`src/hw/rtl/rgb_led_pulse_encoder_breath_core_defines.svh`:
```
// ----------------------------------------------------------------------------
// RGB LED pulse encoder assertion macros
// Shared property shapes for the checks at the end of the core.
// ----------------------------------------------------------------------------
`ifndef RGB_LED_PULSE_ENCODER_BREATH_CORE_DEFINES_SVH
`define RGB_LED_PULSE_ENCODER_BREATH_CORE_DEFINES_SVH

// Condition holds in the same cycle as the trigger.
`define RLPE_ASSERT_NOW(label, clk, rst, pre, post, msg) \
   label: assert property (@(posedge clk) disable iff (rst) (pre) |-> (post)) \
      else $error(msg);

// Condition holds in the cycle after the trigger.
`define RLPE_ASSERT_NEXT(label, clk, rst, pre, post, msg) \
   label: assert property (@(posedge clk) disable iff (rst) (pre) |=> (post)) \
      else $error(msg);

`endif

```
`src/hw/rtl/rlpe_pkg.sv`:
```
// ----------------------------------------------------------------------------
// RGB LED pulse encoder package
// Widths, codes, symbol timings and shared helpers.
// ----------------------------------------------------------------------------
package rlpe_pkg;

   localparam int CHAN_W     = 8;
   localparam int COLOR_W    = 3 * CHAN_W;
   localparam int PERIOD_W   = 16;
   localparam int ELAPSED_W  = 32;
   localparam int TICKS_W    = 15;
   localparam int REQ_TYPE_W = 2;
   localparam int PROD_W     = CHAN_W + PERIOD_W;
   localparam int CSR_IDX_W  = 2;
   localparam int CSR_DATA_W = 16;

   localparam logic [REQ_TYPE_W-1:0] REQ_SET     = 2'd0;
   localparam logic [REQ_TYPE_W-1:0] REQ_REFRESH = 2'd1;
   localparam logic [REQ_TYPE_W-1:0] REQ_CLEAR   = 2'd2;
   localparam logic [REQ_TYPE_W-1:0] REQ_BREATH  = 2'd3;

   localparam logic [CSR_IDX_W-1:0] CSR_MASTER = 2'd0;
   localparam logic [CSR_IDX_W-1:0] CSR_PERIOD = 2'd1;
   localparam logic [CSR_IDX_W-1:0] CSR_FLOOR  = 2'd2;
   localparam logic [CSR_IDX_W-1:0] CSR_PEAK   = 2'd3;

   localparam logic [CHAN_W-1:0]   MASTER_RESET = 8'd255;
   localparam logic [PERIOD_W-1:0] PERIOD_RESET = 16'd2000;
   localparam logic [CHAN_W-1:0]   FLOOR_RESET  = 8'd0;
   localparam logic [CHAN_W-1:0]   PEAK_RESET   = 8'd255;
   localparam logic [COLOR_W-1:0]  COLOR_RESET  = 24'h0000FF;

   localparam logic [TICKS_W-1:0] ONE_HIGH    = 15'd8;
   localparam logic [TICKS_W-1:0] ONE_LOW     = 15'd4;
   localparam logic [TICKS_W-1:0] ZERO_HIGH   = 15'd4;
   localparam logic [TICKS_W-1:0] ZERO_LOW    = 15'd8;
   localparam logic [TICKS_W-1:0] RESET_TICKS = 15'd600;

   typedef enum logic [2:0] {
      ST_IDLE,
      ST_MOD,
      ST_RAMP_MUL,
      ST_RAMP_DIV,
      ST_EFF_MUL,
      ST_CHAN,
      ST_SEND
   } rlpe_state_type;

   // Exact floor(p / 255) for any 16-bit product of two 8-bit values.
   function automatic logic [CHAN_W-1:0] div255(input logic [2*CHAN_W-1:0] p);
      logic [2*CHAN_W:0] t;
      t = {1'b0, p} + {{(2*CHAN_W){1'b0}}, 1'b1} + {{(CHAN_W+1){1'b0}}, p[2*CHAN_W-1:CHAN_W]};
      return t[2*CHAN_W-1:CHAN_W];
   endfunction

endpackage

```
`src/hw/rtl/rlpe_if.sv`:
```
// ----------------------------------------------------------------------------
// RGB LED pulse encoder channels
// Request and symbol channels with valid/ready handshakes.
// ----------------------------------------------------------------------------
interface rlpe_req_if;
   import rlpe_pkg::*;
   logic                  valid;
   logic                  ready;
   logic [REQ_TYPE_W-1:0] req_type;
   logic [CHAN_W-1:0]     red_in;
   logic [CHAN_W-1:0]     green_in;
   logic [CHAN_W-1:0]     blue_in;
   logic [ELAPSED_W-1:0]  millis_in;

   modport source (output valid, req_type, red_in, green_in, blue_in, millis_in,
                   input ready);
   modport sink   (input valid, req_type, red_in, green_in, blue_in, millis_in,
                   output ready);
endinterface

interface rlpe_rsp_if;
   import rlpe_pkg::*;
   logic               valid;
   logic               ready;
   logic               first_level;
   logic [TICKS_W-1:0] first_ticks;
   logic [TICKS_W-1:0] second_ticks;
   logic               last_symbol;

   modport source (output valid, first_level, first_ticks, second_ticks, last_symbol,
                   input ready);
   modport sink   (input valid, first_level, first_ticks, second_ticks, last_symbol,
                   output ready);
endinterface

```
`src/hw/rtl/rlpe_serial_div.sv`:
```
// ----------------------------------------------------------------------------
// Bit-serial divider
// Restoring division, one quotient bit per cycle, quotient and remainder.
// ----------------------------------------------------------------------------
module rlpe_serial_div (
   input  logic                            clock,
   input  logic                            reset,
   input  logic                            start,
   input  logic [rlpe_pkg::ELAPSED_W-1:0]  dividend,
   input  logic [rlpe_pkg::PERIOD_W-1:0]   divisor,
   output logic                            done,
   output logic [rlpe_pkg::ELAPSED_W-1:0]  quotient,
   output logic [rlpe_pkg::PERIOD_W-1:0]   remainder
);
   import rlpe_pkg::*;

   localparam int CNT_W = $clog2(ELAPSED_W);
   localparam logic [CNT_W-1:0] LAST_STEP = CNT_W'(ELAPSED_W - 1);

   logic                 busy_ff, busy_in;
   logic                 done_ff, done_in;
   logic [CNT_W-1:0]     cnt_ff, cnt_in;
   logic [ELAPSED_W-1:0] quo_ff, quo_in;
   logic [PERIOD_W-1:0]  rem_ff, rem_in;
   logic [PERIOD_W-1:0]  dvs_ff, dvs_in;
   logic [PERIOD_W:0]    trial;
   logic [PERIOD_W:0]    diff;
   logic                 fits;

   assign trial = {rem_ff, quo_ff[ELAPSED_W-1]};
   assign diff  = trial - {1'b0, dvs_ff};
   assign fits  = trial >= {1'b0, dvs_ff};

   always_comb begin
      busy_in = busy_ff;
      done_in = 1'b0;
      cnt_in  = cnt_ff;
      quo_in  = quo_ff;
      rem_in  = rem_ff;
      dvs_in  = dvs_ff;
      if (start) begin
         busy_in = 1'b1;
         cnt_in  = '0;
         quo_in  = dividend;
         rem_in  = '0;
         dvs_in  = divisor;
      end else if (busy_ff) begin
         quo_in = {quo_ff[ELAPSED_W-2:0], fits};
         rem_in = fits ? diff[PERIOD_W-1:0] : trial[PERIOD_W-1:0];
         cnt_in = cnt_ff + 1'b1;
         if (cnt_ff == LAST_STEP) begin
            busy_in = 1'b0;
            done_in = 1'b1;
         end
      end
   end

   always_ff @(posedge clock) begin
      if (reset) begin
         busy_ff <= 1'b0;
         done_ff <= 1'b0;
         cnt_ff  <= '0;
      end else begin
         busy_ff <= busy_in;
         done_ff <= done_in;
         cnt_ff  <= cnt_in;
      end
   end

   always_ff @(posedge clock) begin
      quo_ff <= quo_in;
      rem_ff <= rem_in;
      dvs_ff <= dvs_in;
   end

   assign done      = done_ff;
   assign quotient  = quo_ff;
   assign remainder = rem_ff;

endmodule

```
`src/hw/rtl/rlpe_serial_mul.sv`:
```
// ----------------------------------------------------------------------------
// Bit-serial multiplier
// Shift-and-add product of an 8-bit and a 16-bit operand, MSB first.
// ----------------------------------------------------------------------------
module rlpe_serial_mul (
   input  logic                          clock,
   input  logic                          reset,
   input  logic                          start,
   input  logic [rlpe_pkg::CHAN_W-1:0]   mult_a,
   input  logic [rlpe_pkg::PERIOD_W-1:0] mult_b,
   output logic                          done,
   output logic [rlpe_pkg::PROD_W-1:0]   product
);
   import rlpe_pkg::*;

   localparam int CNT_W = $clog2(CHAN_W);
   localparam logic [CNT_W-1:0] LAST_STEP = CNT_W'(CHAN_W - 1);

   logic                busy_ff, busy_in;
   logic                done_ff, done_in;
   logic [CNT_W-1:0]    cnt_ff, cnt_in;
   logic [CHAN_W-1:0]   a_ff, a_in;
   logic [PERIOD_W-1:0] b_ff, b_in;
   logic [PROD_W-1:0]   acc_ff, acc_in;

   always_comb begin
      busy_in = busy_ff;
      done_in = 1'b0;
      cnt_in  = cnt_ff;
      a_in    = a_ff;
      b_in    = b_ff;
      acc_in  = acc_ff;
      if (start) begin
         busy_in = 1'b1;
         cnt_in  = '0;
         a_in    = mult_a;
         b_in    = mult_b;
         acc_in  = '0;
      end else if (busy_ff) begin
         acc_in = {acc_ff[PROD_W-2:0], 1'b0}
                + (a_ff[CHAN_W-1] ? {{CHAN_W{1'b0}}, b_ff} : {PROD_W{1'b0}});
         a_in   = {a_ff[CHAN_W-2:0], 1'b0};
         cnt_in = cnt_ff + 1'b1;
         if (cnt_ff == LAST_STEP) begin
            busy_in = 1'b0;
            done_in = 1'b1;
         end
      end
   end

   always_ff @(posedge clock) begin
      if (reset) begin
         busy_ff <= 1'b0;
         done_ff <= 1'b0;
         cnt_ff  <= '0;
      end else begin
         busy_ff <= busy_in;
         done_ff <= done_in;
         cnt_ff  <= cnt_in;
      end
   end

   always_ff @(posedge clock) begin
      a_ff   <= a_in;
      b_ff   <= b_in;
      acc_ff <= acc_in;
   end

   assign done    = done_ff;
   assign product = acc_ff;

endmodule

```
`src/hw/rtl/rlpe_symbol_tx.sv`:
```
// ----------------------------------------------------------------------------
// Pulse symbol transmitter
// Shifts a GRB word out as 24 data symbols and one reset symbol.
// ----------------------------------------------------------------------------
module rlpe_symbol_tx (
   input  logic                         clock,
   input  logic                         reset,
   input  logic                         start,
   input  logic [rlpe_pkg::COLOR_W-1:0] grb,
   output logic                         done,
   rlpe_rsp_if.source                   rsp
);
   import rlpe_pkg::*;

   localparam int CNT_W = $clog2(COLOR_W + 1);
   localparam logic [CNT_W-1:0] RESET_SLOT = CNT_W'(COLOR_W);

   logic                valid_ff, valid_in;
   logic [CNT_W-1:0]    cnt_ff, cnt_in;
   logic [COLOR_W-1:0]  shift_ff, shift_in;
   logic                take;
   logic                is_reset;
   logic                bit_now;

   assign take     = valid_ff && rsp.ready;
   assign is_reset = cnt_ff == RESET_SLOT;
   assign bit_now  = shift_ff[COLOR_W-1];

   always_comb begin
      valid_in = valid_ff;
      cnt_in   = cnt_ff;
      shift_in = shift_ff;
      if (start) begin
         valid_in = 1'b1;
         cnt_in   = '0;
         shift_in = grb;
      end else if (take) begin
         if (is_reset) begin
            valid_in = 1'b0;
         end else begin
            cnt_in   = cnt_ff + 1'b1;
            shift_in = {shift_ff[COLOR_W-2:0], 1'b0};
         end
      end
   end

   always_ff @(posedge clock) begin
      if (reset) begin
         valid_ff <= 1'b0;
         cnt_ff   <= '0;
      end else begin
         valid_ff <= valid_in;
         cnt_ff   <= cnt_in;
      end
   end

   always_ff @(posedge clock) begin
      shift_ff <= shift_in;
   end

   assign rsp.valid        = valid_ff;
   assign rsp.first_level  = !is_reset;
   assign rsp.first_ticks  = is_reset ? RESET_TICKS : (bit_now ? ONE_HIGH : ZERO_HIGH);
   assign rsp.second_ticks = is_reset ? {TICKS_W{1'b0}} : (bit_now ? ONE_LOW : ZERO_LOW);
   assign rsp.last_symbol  = is_reset;
   assign done             = take && is_reset;

endmodule

```
`src/hw/rtl/rgb_led_pulse_encoder_breath_core.sv`:
```
// ----------------------------------------------------------------------------
// RGB LED pulse encoder with breath effect
// Turns colour requests into frames of pulse symbols for one LED.
// ----------------------------------------------------------------------------
// Usage. Requests arrive on the req channel, one transaction per request, and
// are taken only while the core is idle. Each accepted request (except a
// breath step while the period is below two, which is dropped silently)
// yields one frame of 25 transactions on the rsp channel: 24 data symbols in
// green, red, blue order, most significant bit first, then one reset symbol
// flagged by last_symbol. The csr port writes brightness and breath settings
// and should only be used while the core is idle.
// Operation. All arithmetic runs through one bit-serial multiplier and one
// bit-serial divider. A set or refresh request scales three channels before
// its first symbol is offered, a clear request sends an all-zero frame with
// no arithmetic, and a breath step first runs a modulo, a ramp product and
// quotient and the brightness product, then scales the three channels.
// Symbols then leave at one per cycle while rsp.ready is high, and a new
// request is taken the cycle after the reset symbol has gone. Stalling rsp
// simply holds the current symbol and keeps req.ready low.
// Reset restores the register defaults and a stored colour of pure blue.
// ----------------------------------------------------------------------------
`include "rgb_led_pulse_encoder_breath_core_defines.svh"

module rgb_led_pulse_encoder_breath_core (
   input  logic                            clock,
   input  logic                            reset,
   rlpe_req_if.sink                        req,
   rlpe_rsp_if.source                      rsp,
   input  logic                            csr_we,
   input  logic [rlpe_pkg::CSR_IDX_W-1:0]  csr_index,
   input  logic [rlpe_pkg::CSR_DATA_W-1:0] csr_wdata
);
   import rlpe_pkg::*;

   localparam logic [1:0] CH_LAST = 2'd2;

   // Control state and configuration.
   rlpe_state_type      state_ff, state_in;
   logic                kick_ff, kick_in;
   logic [1:0]          ch_ff, ch_in;
   logic [CHAN_W-1:0]   master_ff;
   logic [PERIOD_W-1:0] period_ff;
   logic [CHAN_W-1:0]   floor_ff;
   logic [CHAN_W-1:0]   peak_ff;
   logic [COLOR_W-1:0]  color_ff, color_in;

   // Working values of one request.
   logic [ELAPSED_W-1:0] elapsed_ff, elapsed_in;
   logic [PERIOD_W-1:0]  phase_ff, phase_in;
   logic [CHAN_W-1:0]    eff_ff, eff_in;
   logic [CHAN_W-1:0]    bright_ff, bright_in;
   logic [COLOR_W-1:0]   grb_ff, grb_in;

   logic                 accept;
   logic [PERIOD_W-2:0]  half;
   logic                 half_zero;
   logic [CHAN_W-1:0]    lo;
   logic [CHAN_W-1:0]    span;
   logic                 rising;
   logic [PERIOD_W-1:0]  ramp_pos;
   logic [CHAN_W-1:0]    chan_val;

   logic                 mul_start, mul_done;
   logic [CHAN_W-1:0]    mul_a;
   logic [PERIOD_W-1:0]  mul_b;
   logic [PROD_W-1:0]    mul_prod;
   logic [CHAN_W-1:0]    mul_scaled;

   logic                 div_start, div_done;
   logic [ELAPSED_W-1:0] div_dvd;
   logic [PERIOD_W-1:0]  div_dvs;
   logic [ELAPSED_W-1:0] div_quo;
   logic [PERIOD_W-1:0]  div_rem;

   logic                 tx_start, tx_done;

   assign req.ready = state_ff == ST_IDLE;
   assign accept    = req.valid && req.ready;

   // Breath wave terms; a floor above the peak collapses onto the peak.
   assign half      = period_ff[PERIOD_W-1:1];
   assign half_zero = half == '0;
   assign lo        = (floor_ff > peak_ff) ? peak_ff : floor_ff;
   assign span      = peak_ff - lo;
   assign rising    = phase_ff < {1'b0, half};
   assign ramp_pos  = rising ? phase_ff : phase_ff - {1'b0, half};

   // Channels are scaled in transmit order: green, red, blue.
   always_comb begin
      case (ch_ff)
         2'd0:    chan_val = color_ff[2*CHAN_W-1:CHAN_W];
         2'd1:    chan_val = color_ff[3*CHAN_W-1:2*CHAN_W];
         default: chan_val = color_ff[CHAN_W-1:0];
      endcase
   end

   // Operand selection for the shared serial units.
   always_comb begin
      case (state_ff)
         ST_RAMP_MUL: begin
            mul_a = span;
            mul_b = ramp_pos;
         end
         ST_EFF_MUL: begin
            mul_a = eff_ff;
            mul_b = {{(PERIOD_W-CHAN_W){1'b0}}, master_ff};
         end
         default: begin
            mul_a = chan_val;
            mul_b = {{(PERIOD_W-CHAN_W){1'b0}}, bright_ff};
         end
      endcase
   end

   assign div_dvd = (state_ff == ST_MOD) ? elapsed_ff
                                         : {{(ELAPSED_W-PROD_W){1'b0}}, mul_prod};
   assign div_dvs = (state_ff == ST_MOD) ? period_ff : {1'b0, half};

   assign mul_start = kick_ff && (state_ff == ST_RAMP_MUL || state_ff == ST_EFF_MUL
                                  || state_ff == ST_CHAN);
   assign div_start = kick_ff && (state_ff == ST_MOD || state_ff == ST_RAMP_DIV);
   assign tx_start  = kick_ff && (state_ff == ST_SEND);

   assign mul_scaled = div255(mul_prod[2*CHAN_W-1:0]);

   // Next state.
   always_comb begin
      state_in = state_ff;
      case (state_ff)
         ST_IDLE: begin
            if (accept) begin
               case (req.req_type)
                  REQ_SET, REQ_REFRESH: state_in = ST_CHAN;
                  REQ_CLEAR:            state_in = ST_SEND;
                  default:              state_in = half_zero ? ST_IDLE : ST_MOD;
               endcase
            end
         end
         ST_MOD:      if (div_done) state_in = ST_RAMP_MUL;
         ST_RAMP_MUL: if (mul_done) state_in = ST_RAMP_DIV;
         ST_RAMP_DIV: if (div_done) state_in = ST_EFF_MUL;
         ST_EFF_MUL:  if (mul_done) state_in = ST_CHAN;
         ST_CHAN:     if (mul_done && ch_ff == CH_LAST) state_in = ST_SEND;
         ST_SEND:     if (tx_done) state_in = ST_IDLE;
         default:     state_in = ST_IDLE;
      endcase
   end

   // Datapath updates and the start pulse for the next unit.
   always_comb begin
      kick_in    = 1'b0;
      ch_in      = ch_ff;
      color_in   = color_ff;
      elapsed_in = elapsed_ff;
      phase_in   = phase_ff;
      eff_in     = eff_ff;
      bright_in  = bright_ff;
      grb_in     = grb_ff;
      case (state_ff)
         ST_IDLE: begin
            if (accept) begin
               case (req.req_type)
                  REQ_SET: begin
                     color_in  = {req.red_in, req.green_in, req.blue_in};
                     bright_in = master_ff;
                     ch_in     = '0;
                     kick_in   = 1'b1;
                  end
                  REQ_REFRESH: begin
                     bright_in = master_ff;
                     ch_in     = '0;
                     kick_in   = 1'b1;
                  end
                  REQ_CLEAR: begin
                     grb_in  = '0;
                     kick_in = 1'b1;
                  end
                  default: begin
                     elapsed_in = req.millis_in;
                     kick_in    = !half_zero;
                  end
               endcase
            end
         end
         ST_MOD: begin
            if (div_done) begin
               phase_in = div_rem;
               kick_in  = 1'b1;
            end
         end
         ST_RAMP_MUL: begin
            kick_in = mul_done;
         end
         ST_RAMP_DIV: begin
            if (div_done) begin
               // The ramp quotient never exceeds the span, so eight bits suffice.
               eff_in  = rising ? lo + div_quo[CHAN_W-1:0] : peak_ff - div_quo[CHAN_W-1:0];
               kick_in = 1'b1;
            end
         end
         ST_EFF_MUL: begin
            if (mul_done) begin
               bright_in = mul_scaled;
               ch_in     = '0;
               kick_in   = 1'b1;
            end
         end
         ST_CHAN: begin
            if (mul_done) begin
               grb_in  = {grb_ff[2*CHAN_W-1:0], mul_scaled};
               ch_in   = ch_ff + 1'b1;
               kick_in = 1'b1;
            end
         end
         default: begin
            kick_in = 1'b0;
         end
      endcase
   end

   always_ff @(posedge clock) begin
      if (reset) begin
         state_ff  <= ST_IDLE;
         kick_ff   <= 1'b0;
         ch_ff     <= '0;
         color_ff  <= COLOR_RESET;
         master_ff <= MASTER_RESET;
         period_ff <= PERIOD_RESET;
         floor_ff  <= FLOOR_RESET;
         peak_ff   <= PEAK_RESET;
      end else begin
         state_ff <= state_in;
         kick_ff  <= kick_in;
         ch_ff    <= ch_in;
         color_ff <= color_in;
         if (csr_we) begin
            case (csr_index)
               CSR_MASTER: master_ff <= csr_wdata[CHAN_W-1:0];
               CSR_PERIOD: period_ff <= csr_wdata[PERIOD_W-1:0];
               CSR_FLOOR:  floor_ff  <= csr_wdata[CHAN_W-1:0];
               CSR_PEAK:   peak_ff   <= csr_wdata[CHAN_W-1:0];
               default:    master_ff <= master_ff;
            endcase
         end
      end
   end

   always_ff @(posedge clock) begin
      elapsed_ff <= elapsed_in;
      phase_ff   <= phase_in;
      eff_ff     <= eff_in;
      bright_ff  <= bright_in;
      grb_ff     <= grb_in;
   end

   rlpe_serial_mul u_mul (
      .clock   (clock),
      .reset   (reset),
      .start   (mul_start),
      .mult_a  (mul_a),
      .mult_b  (mul_b),
      .done    (mul_done),
      .product (mul_prod)
   );

   rlpe_serial_div u_div (
      .clock     (clock),
      .reset     (reset),
      .start     (div_start),
      .dividend  (div_dvd),
      .divisor   (div_dvs),
      .done      (div_done),
      .quotient  (div_quo),
      .remainder (div_rem)
   );

   rlpe_symbol_tx u_tx (
      .clock (clock),
      .reset (reset),
      .start (tx_start),
      .grb   (grb_ff),
      .done  (tx_done),
      .rsp   (rsp)
   );

   // Symbols appear only while a frame is being sent.
   `RLPE_ASSERT_NOW(a_rsp_only_in_send, clock, reset, rsp.valid,
                    state_ff == ST_SEND, "symbol outside send phase")
   // A new request never overlaps a frame still on the output.
   `RLPE_ASSERT_NOW(a_no_overlap, clock, reset, req.valid && req.ready,
                    !rsp.valid, "request taken during frame")
   // Once the reset symbol has gone, the core is idle again.
   `RLPE_ASSERT_NEXT(a_idle_after_frame, clock, reset,
                     rsp.valid && rsp.ready && rsp.last_symbol,
                     state_ff == ST_IDLE, "not idle after frame end")
   // Each start pulse lasts a single cycle.
   `RLPE_ASSERT_NEXT(a_kick_single, clock, reset, kick_ff, !kick_ff, "start pulse held")

endmodule
```
`src/flat_wrapper.sv`:
```
// flat-port wrapper written by rule: the top's interface ports become plain ports
module rgb_led_pulse_encoder_breath_core_flat import rlpe_pkg::*;
  (clock, reset, csr_we, csr_index, csr_wdata, req_valid, req_req_type, req_red_in, req_green_in, req_blue_in, req_millis_in, req_ready, rsp_valid, rsp_first_level, rsp_first_ticks, rsp_second_ticks, rsp_last_symbol, rsp_ready);
  rlpe_req_if req_i ();
  rlpe_rsp_if rsp_i ();
  input  logic clock;
  input  logic reset;
  input  logic csr_we;
  input  logic [rlpe_pkg::CSR_IDX_W-1:0] csr_index;
  input  logic [rlpe_pkg::CSR_DATA_W-1:0] csr_wdata;
  input wire logic [$bits(req_i.valid)-1:0] req_valid;
  input wire logic [$bits(req_i.req_type)-1:0] req_req_type;
  input wire logic [$bits(req_i.red_in)-1:0] req_red_in;
  input wire logic [$bits(req_i.green_in)-1:0] req_green_in;
  input wire logic [$bits(req_i.blue_in)-1:0] req_blue_in;
  input wire logic [$bits(req_i.millis_in)-1:0] req_millis_in;
  output wire logic [$bits(req_i.ready)-1:0] req_ready;
  output wire logic [$bits(rsp_i.valid)-1:0] rsp_valid;
  output wire logic [$bits(rsp_i.first_level)-1:0] rsp_first_level;
  output wire logic [$bits(rsp_i.first_ticks)-1:0] rsp_first_ticks;
  output wire logic [$bits(rsp_i.second_ticks)-1:0] rsp_second_ticks;
  output wire logic [$bits(rsp_i.last_symbol)-1:0] rsp_last_symbol;
  input wire logic [$bits(rsp_i.ready)-1:0] rsp_ready;
  assign req_i.valid = req_valid;
  assign req_i.req_type = req_req_type;
  assign req_i.red_in = req_red_in;
  assign req_i.green_in = req_green_in;
  assign req_i.blue_in = req_blue_in;
  assign req_i.millis_in = req_millis_in;
  assign req_ready = req_i.ready;
  assign rsp_valid = rsp_i.valid;
  assign rsp_first_level = rsp_i.first_level;
  assign rsp_first_ticks = rsp_i.first_ticks;
  assign rsp_second_ticks = rsp_i.second_ticks;
  assign rsp_last_symbol = rsp_i.last_symbol;
  assign rsp_i.ready = rsp_ready;
  rgb_led_pulse_encoder_breath_core u_core (.clock(clock), .reset(reset), .req(req_i), .rsp(rsp_i), .csr_we(csr_we), .csr_index(csr_index), .csr_wdata(csr_wdata));
endmodule
```
`config.mk`:
```
export PLATFORM = sky130hd
export DESIGN_NAME = rgb_led_pulse_encoder_breath_core_flat
export DESIGN_NICKNAME = d
export VERILOG_FILES = /design/src/hw/rtl/rlpe_pkg.sv /design/src/hw/rtl/rlpe_if.sv /design/src/hw/rtl/rlpe_serial_div.sv /design/src/hw/rtl/rlpe_serial_mul.sv /design/src/hw/rtl/rlpe_symbol_tx.sv /design/src/hw/rtl/rgb_led_pulse_encoder_breath_core.sv /design/src/flat_wrapper.sv
export VERILOG_INCLUDE_DIRS = /design/src /design/src/hw/rtl
export SDC_FILE = /design/constraint.sdc
export NUM_CORES = 1
export LEC_CHECK = 0
export CAP_MARGIN = 20
export CORE_ASPECT_RATIO = 0.9
export CORE_UTILIZATION = 40
export DETAILED_ROUTE_END_ITERATION = 16
export DONT_BUFFER_PORTS = 1
export GPL_TIMING_DRIVEN = 0
export HOLD_SLACK_MARGIN = 0.15
export SKIP_CTS_REPAIR_TIMING = 1
export SLEW_MARGIN = 5
export SYNTH_ARGS = -nofsm -noshare
export SYNTH_HDL_FRONTEND = slang
export SYNTH_SLANG_ARGS = --single-unit
```
`constraint.sdc`:
```
create_clock -name clock -period 5.6 [get_ports clock]
set_input_delay 0 -clock clock [delete_from_list [all_inputs] [get_ports clock]]
set_output_delay 0 -clock clock [all_outputs]
set_load 0.01 [all_outputs]
```
### After elaboration in Yosys (flattened, before gate mapping)

Cells that the tools add are included.

* add/subtract/negate cells: 12
* magnitude comparators: 3
* eq/ne operators: 27
* muxes and demuxes: 60
* bitwise operators: 4
* reductions and logical operators: 48

Operators by type and width (number)
* 24-bit 2-to-1 mux: 6
* 32-bit 2-to-1 mux: 3
* 8-bit 2-to-1 mux: 7
* 16-bit 2-to-1 mux: 3
* 24-bit case mux with 2 select lines: 1
* 8-bit case mux with 2 select lines: 3
* 16-bit case mux with 2 select lines: 1
* 24-bit adder: 1
* 3-bit 2-to-1 mux: 7
* 3-bit case mux with 7 select lines: 1
* 2-bit != test, second input constant: 9
* 2-bit AND reduction: 9
* 17-bit by 16-bit >= comparator with 1-bit output: 1
* 16-bit by 1-bit adder with 16-bit output, second input constant: 1
* 16-bit by 8-bit adder with 16-bit output: 1
* 16-bit by 15-bit < comparator with 1-bit output: 1
* 1-bit 2-to-1 mux: 16
* 16-bit by 15-bit subtractor with 16-bit output: 1
* 16-bit subtractor: 1
* 8-bit subtractor: 2
* 15-bit zero test: 1
* 15-bit 2-to-1 mux: 1
* 3-bit equality test, second input constant: 4
* 4-bit 2-to-1 mux: 3
* 30 further kinds: 70

* flip-flop bits (word level): 312
* input bits: 81
* output and inout bits: 34
* word-level logic and storage cells: 183

### Depth between registers and ports, before layout

* depth after elaboration: 5
* depth in mapped cells: 19
* mapped depth without buffers: 19

### Cells and area by module

From an unflattened synthesis, not the netlist that was laid out.

* cells, all modules: 1699
* area total of the unflattened synthesis: 17431.7 µm²

By module, submodules not included
* rgb_led_pulse_encoder_breath_core: times used 1, cells an instance 947, area an instance 9068.7 µm², seq. area each 4043.9 µm²
* rlpe_serial_div: times used 1, cells an instance 348, area an instance 3837.4 µm², seq. area each 1901.8 µm²
* rlpe_serial_mul: times used 1, cells an instance 283, area an instance 2957.8 µm², seq. area each 1301.2 µm²
* rlpe_symbol_tx: times used 1, cells an instance 121, area an instance 1567.8 µm², seq. area each 840.8 µm²

### Least setup slack after synthesis

Ideal clock, no wire load.

* kind: register to register
* start: register u_core.peak_ff[3]
* end: register u_core.eff_ff[7], data pin
* setup time: 0.258 ns
* data arrival time: 3.747 ns
* required time: 5.342 ns
* setup slack: 1.595 ns
* stages on the path, launching flop included: 18
* buffers on the path: 0
* clock period less this slack: 4.005 ns
* path through: dfxtp_1 > inv_1 > ha_1 > a21o_1 > a21oi_1 > a21oi_1 > a211oi_1 > nor2_1 > mux2_2 > ha_1 > a21oi_1 > o21ai_1 > a2111o_1 > a21o_1 > o211a_1 > o31a_1 > nor3b_2 > xnor2_1

* longest elaborated chain between the ends: 4

RTL lines
* start, declared: RTL line rgb_led_pulse_encoder_breath_core.sv:44 `logic [CHAN_W-1:0] peak_ff;`
* start signal, assigned: RTL line rgb_led_pulse_encoder_breath_core.sv:241 `CSR_PEAK: peak_ff <= csr_wdata[CHAN_W-1:0];`
* 8-bit greater-than comparator: RTL line rgb_led_pulse_encoder_breath_core.sv:83 `assign lo = (floor_ff > peak_ff) ? peak_ff : floor_ff;`
* 8-bit 2-to-1 mux: RTL line rgb_led_pulse_encoder_breath_core.sv:83
* 8-bit adder: RTL line rgb_led_pulse_encoder_breath_core.sv:197 `eff_in = rising ? lo + div_quo[CHAN_W-1:0] : peak_ff - div_quo[CHAN_W-1:0];`
* 8-bit 2-to-1 mux *: RTL line rgb_led_pulse_encoder_breath_core.sv:197
* end signal, assigned: RTL line rgb_led_pulse_encoder_breath_core.sv:251 `eff_ff <= eff_in;`
* end, declared: RTL line rgb_led_pulse_encoder_breath_core.sv:50 `logic [CHAN_W-1:0] eff_ff, eff_in;`

Mark *: on every way between the ends. The rest lies on a longest branch, timed or not.
A chain may end at the register's enable or synchronous reset.

### Worst setup path after layout

Ends and elaborated chain as after synthesis.

==> impl_metrics.env <==
export IMPL_tightestPinTransition_ns=1.13
export IMPL_syn_cell_area_um2=16600
export IMPL_synth_async_sr_flop_share_pct=0
export IMPL_synth_seq_area_share_pct=48.7
export IMPL_clk_pin_slew_worst_paths_ns=0.06
export IMPL_via_count_of_the_first_global_routing_pass=11900
export IMPL_chain_of_cells_forming_the_critical_path="inv_1, ha_1, a21o_1, a21oi_1, a21oi_1, a211oi_1, nor2_1, mux2_2, ha_1, a21oi_1, o21ai_1, a2111o_1, a21o_1, o211a_1, o31a_1, nor3b_2, xnor2_1"
export IMPL_finalWeightedCongestion=0.899
export IMPL_ys_flop_type="edfxtp_1"
export IMPL_htree_num_levels=2
export IMPL_floorplan_core_area_um2=40800
export IMPL_design_die_area_um2=42400
export IMPL_slew_violations=0
export IMPL_worstSkewPairLatency_ns=0.54
export IMPL_die_width_um=217
export IMPL_period_minus_slack_ns=4.61
export IMPL_cellLeakagePower_uw=0.00799
export IMPL_drt_first_iter_violations=886
export IMPL_timing_critical_path_max_delay_family="compound AO/OA/AOI/OAI gates"
export IMPL_grt_ovfl_total=0
export IMPL_synth_edff_count=184
export IMPL_outcome="completed"
export IMPL_worst_path_buf_inv=1
export IMPL_tritoncts_num_buffers=36
export IMPL_post_layout_util_pct=49.3
export IMPL_timing_critical_path_arrival_ns=4.89
export IMPL_synth_distinct_cells=72
export IMPL_ant_nets=0
export IMPL_viasPerCell=5.27
export IMPL_mostFrequentLayoutCells="nand2_1 (220), edfxtp_1 (184), dlygate4sd3_1 (146)"
export IMPL_drive_above_1_share_pct=7.45
export IMPL_max_cap_violations=0
export IMPL_dpl_hpwl_um=32800
export IMPL_finalNetCount=2071
export IMPL_chipHeight_um=195
export IMPL_pwr_density_cell_nw_per_um2=407
export IMPL_clk_skew_ns=0.0257
export IMPL_starting_utilization_of_the_core_area_pct=40.7
export IMPL_cts_root_buf="clkbuf_16"
export IMPL_wl_per_cell_um=18.6
export IMPL_core_rowCount=70
export IMPL_relSlewSlack_pct=24.5
export IMPL_num_io_pins=115
export IMPL_clock_fmax_mhz=217
export IMPL_wirelength_um=45700
export IMPL_cp_end_kind="flop"
export IMPL_number_of_antenna_violations_at_the_first_check_in_global_routing=1
export IMPL_final_min_period_over_clock_period_pct=82.4
export IMPL_setup_violations_final=0
export IMPL_grt_max_degree=33
export IMPL_yosys_register_bits=312
export IMPL_hp_class="in -> reg"
export IMPL_area_growth_syn_to_layout_pct=21.1
export IMPL_worst_path_max_fanout=8
export IMPL_routed_via_count=13000
export IMPL_avgSynthCellArea_um2=9.88
export IMPL_vdd_ir_drop_max_mv=0.240
export IMPL_finalHoldViolCount=0
export IMPL_place_port_buffers=0
export IMPL_crit_path_frequent_cell="a21oi_1"
export IMPL_ctsLongestPathBuffers=3
export IMPL_grt_setup_unrepaired="false"
export IMPL_worst_path_max_delay_cell="a211oi_1"
export IMPL_worst_path_largest_cell_delay_ns=0.45
export IMPL_critPathLaunchType="flop"
export IMPL_cts_sinks=312
export IMPL_drt_first_pass_iters=5
export IMPL_synth_cells=1682
export IMPL_grt_first_pass_wirelength_um=68400
export IMPL_setup_total_negative_slack_ns=0
export IMPL_grt_total_usage_pct=20.7
export IMPL_setup_worst_path_class="reg -> reg"
export IMPL_crit_required_ns=5.88
export IMPL_yosysWarningCount=0
export IMPL_layout_cells_most_common="nand2_1"
export IMPL_tritoncts="yes"
export IMPL_remaining_drc_errors=0
-- area by class of cell --
cell class              count  area, um^2
inverters                  85         319
plain buffers             104         504
fillers                  3758       20700
well taps                 540         676
multi-input cells        1203        7800
clock buffers              49         981
flip-flops and latches    312        8090
clock inverters            17         200
repair buffers            150        1550
diodes                      1        2.50
-- state kept, by name (all words and copies together) (netlist names), 16 cells and up --
name	count
u_core.u_mul.b_ff	16
u_core.period_ff	16
u_core.elapsed_ff	32
u_core.u_tx.shift_ff	24
u_core.u_div.quotient	32
u_core.color_ff	24
u_core.u_div.remainder	16
u_core.grb_ff	24
u_core.u_div.dvs_ff	16
u_core.phase_ff	16
u_core.u_mul.product	24
-- worst reg2reg max path, cell delays in order, from the launching register on --
cell and delay (ns):
dfxtp_1 0.43, inv_1 0.10, ha_1 0.32, a21o_1 0.18
a21oi_1 0.14, a21oi_1 0.09, a211oi_1 0.45, nor2_1 0.30
mux2_2 0.42, ha_1 0.29, a21oi_1 0.21, o21ai_1 0.13
a2111o_1 0.41, a21o_1 0.17, o211a_1 0.12, o31a_1 0.30
nor3b_2 0.21, xnor2_1 0.10
-- synthesized netlist by cell type (5+ instances only) --
cell / n / share of area, %
nor2b_1: 26 / 0.98
a221oi_1: 7 / 0.37
buf_4: 28 / 1.3
nand4_1: 9 / 0.34
o21ai_0: 71 / 2.1
and2_1: 18 / 0.68
a21o_1: 20 / 0.90
a211o_1: 19 / 1.0
a211oi_1: 30 / 1.4
xnor2_1: 43 / 2.3
mux2_2: 30 / 2.0
and3_1: 27 / 1.0
dfxtp_1: 128 / 15
o21a_1: 10 / 0.45
nand2_1: 221 / 5.0
ha_1: 92 / 6.9
a31oi_1: 9 / 0.34
or2_2: 7 / 0.26
buf_2: 7 / 0.21
nor2_1: 138 / 3.1
edfxtp_1: 184 / 33
nand3_1: 18 / 0.54
a22oi_1: 21 / 0.95
inv_1: 81 / 1.8
xor2_1: 23 / 1.2
buf_1: 8 / 0.18
o21bai_1: 5 / 0.23
mux2i_1: 59 / 3.6
nand2b_1: 17 / 0.64
nand3b_1: 16 / 0.72
or3_1: 8 / 0.30
a21oi_1: 118 / 3.6
o31ai_1: 8 / 0.36
clkbuf_1: 61 / 1.4
fa_1: 6 / 0.72
o21ai_1: 28 / 0.84
nor3_1: 27 / 0.81
-- worst paths after layout --
check	depth (start not counted)	slack, ns	endpoint	start
max reg2reg	17	0.99	u_core.eff_ff[7]	u_core.peak_ff[3]
max	17	0.99	u_core.eff_ff[7]	u_core.peak_ff[3]
min reg2reg	2	0.46	u_core.color_ff[19]	u_core.color_ff[19]
min	4	0.1	u_core.period_ff[2]	csr_index[1]
-- where the power goes --
| part | switching [uW] | internal [uW] |
|---|---|---|
| logic | 1580 | 1040 |
| clock network | 966 | 1420 |
| registers | 316 | 2860 |
| total | 2860 | 5320 |
-- metrics by stage --
step / power, uW / cells / instance area, um^2 / setup WS, ns / hold WS, ns
floorplan: 4970 / 1704 / 16700 / 1.60 / 0.0989
global placement: 5630 / 2244 / 17400 / 1.11 / 0.0989
detailed placement: 5690 / 2247 / 17400 / 1.06 / 0.0989
CTS: 8100 / 2313 / 18600 / 1.03 / -0.463
global route: 8650 / 2461 / 20100 / 0.642 / 0.153
finish: 8190 / 2461 / 20100 / 0.988 / 0.0958
-- kinds of logic (layout without fill, tap and decap cells) --
group / count (synthesis) / in the layout / share of synthesized area [%]
AOI/OAI and AO/OA: 380 / 380 / 14.5
xor gates and xnor gates: 66 / 66 / 3.48
adders and majority gates: 98 / 98 / 7.65
buffers and inverters: 189 / 405 / 4.95
DFF: 312 / 312 / 48.7
muxes: 89 / 89 / 5.59
other: 1 / 24 / 0.0226
and+or+nand+nor: 547 / 547 / 15.1
-- routing by layer --
layer	routed length, um	up-vias	GRT usage [%]
li1	-	6370	-
met1	21200	6226	28.8
met2	21300	312	33.5
met3	1990	73	2.71
met4	1250	0	6.36
met5	0	-	0
No activity file was read; power rests on OpenSTA's default activity.
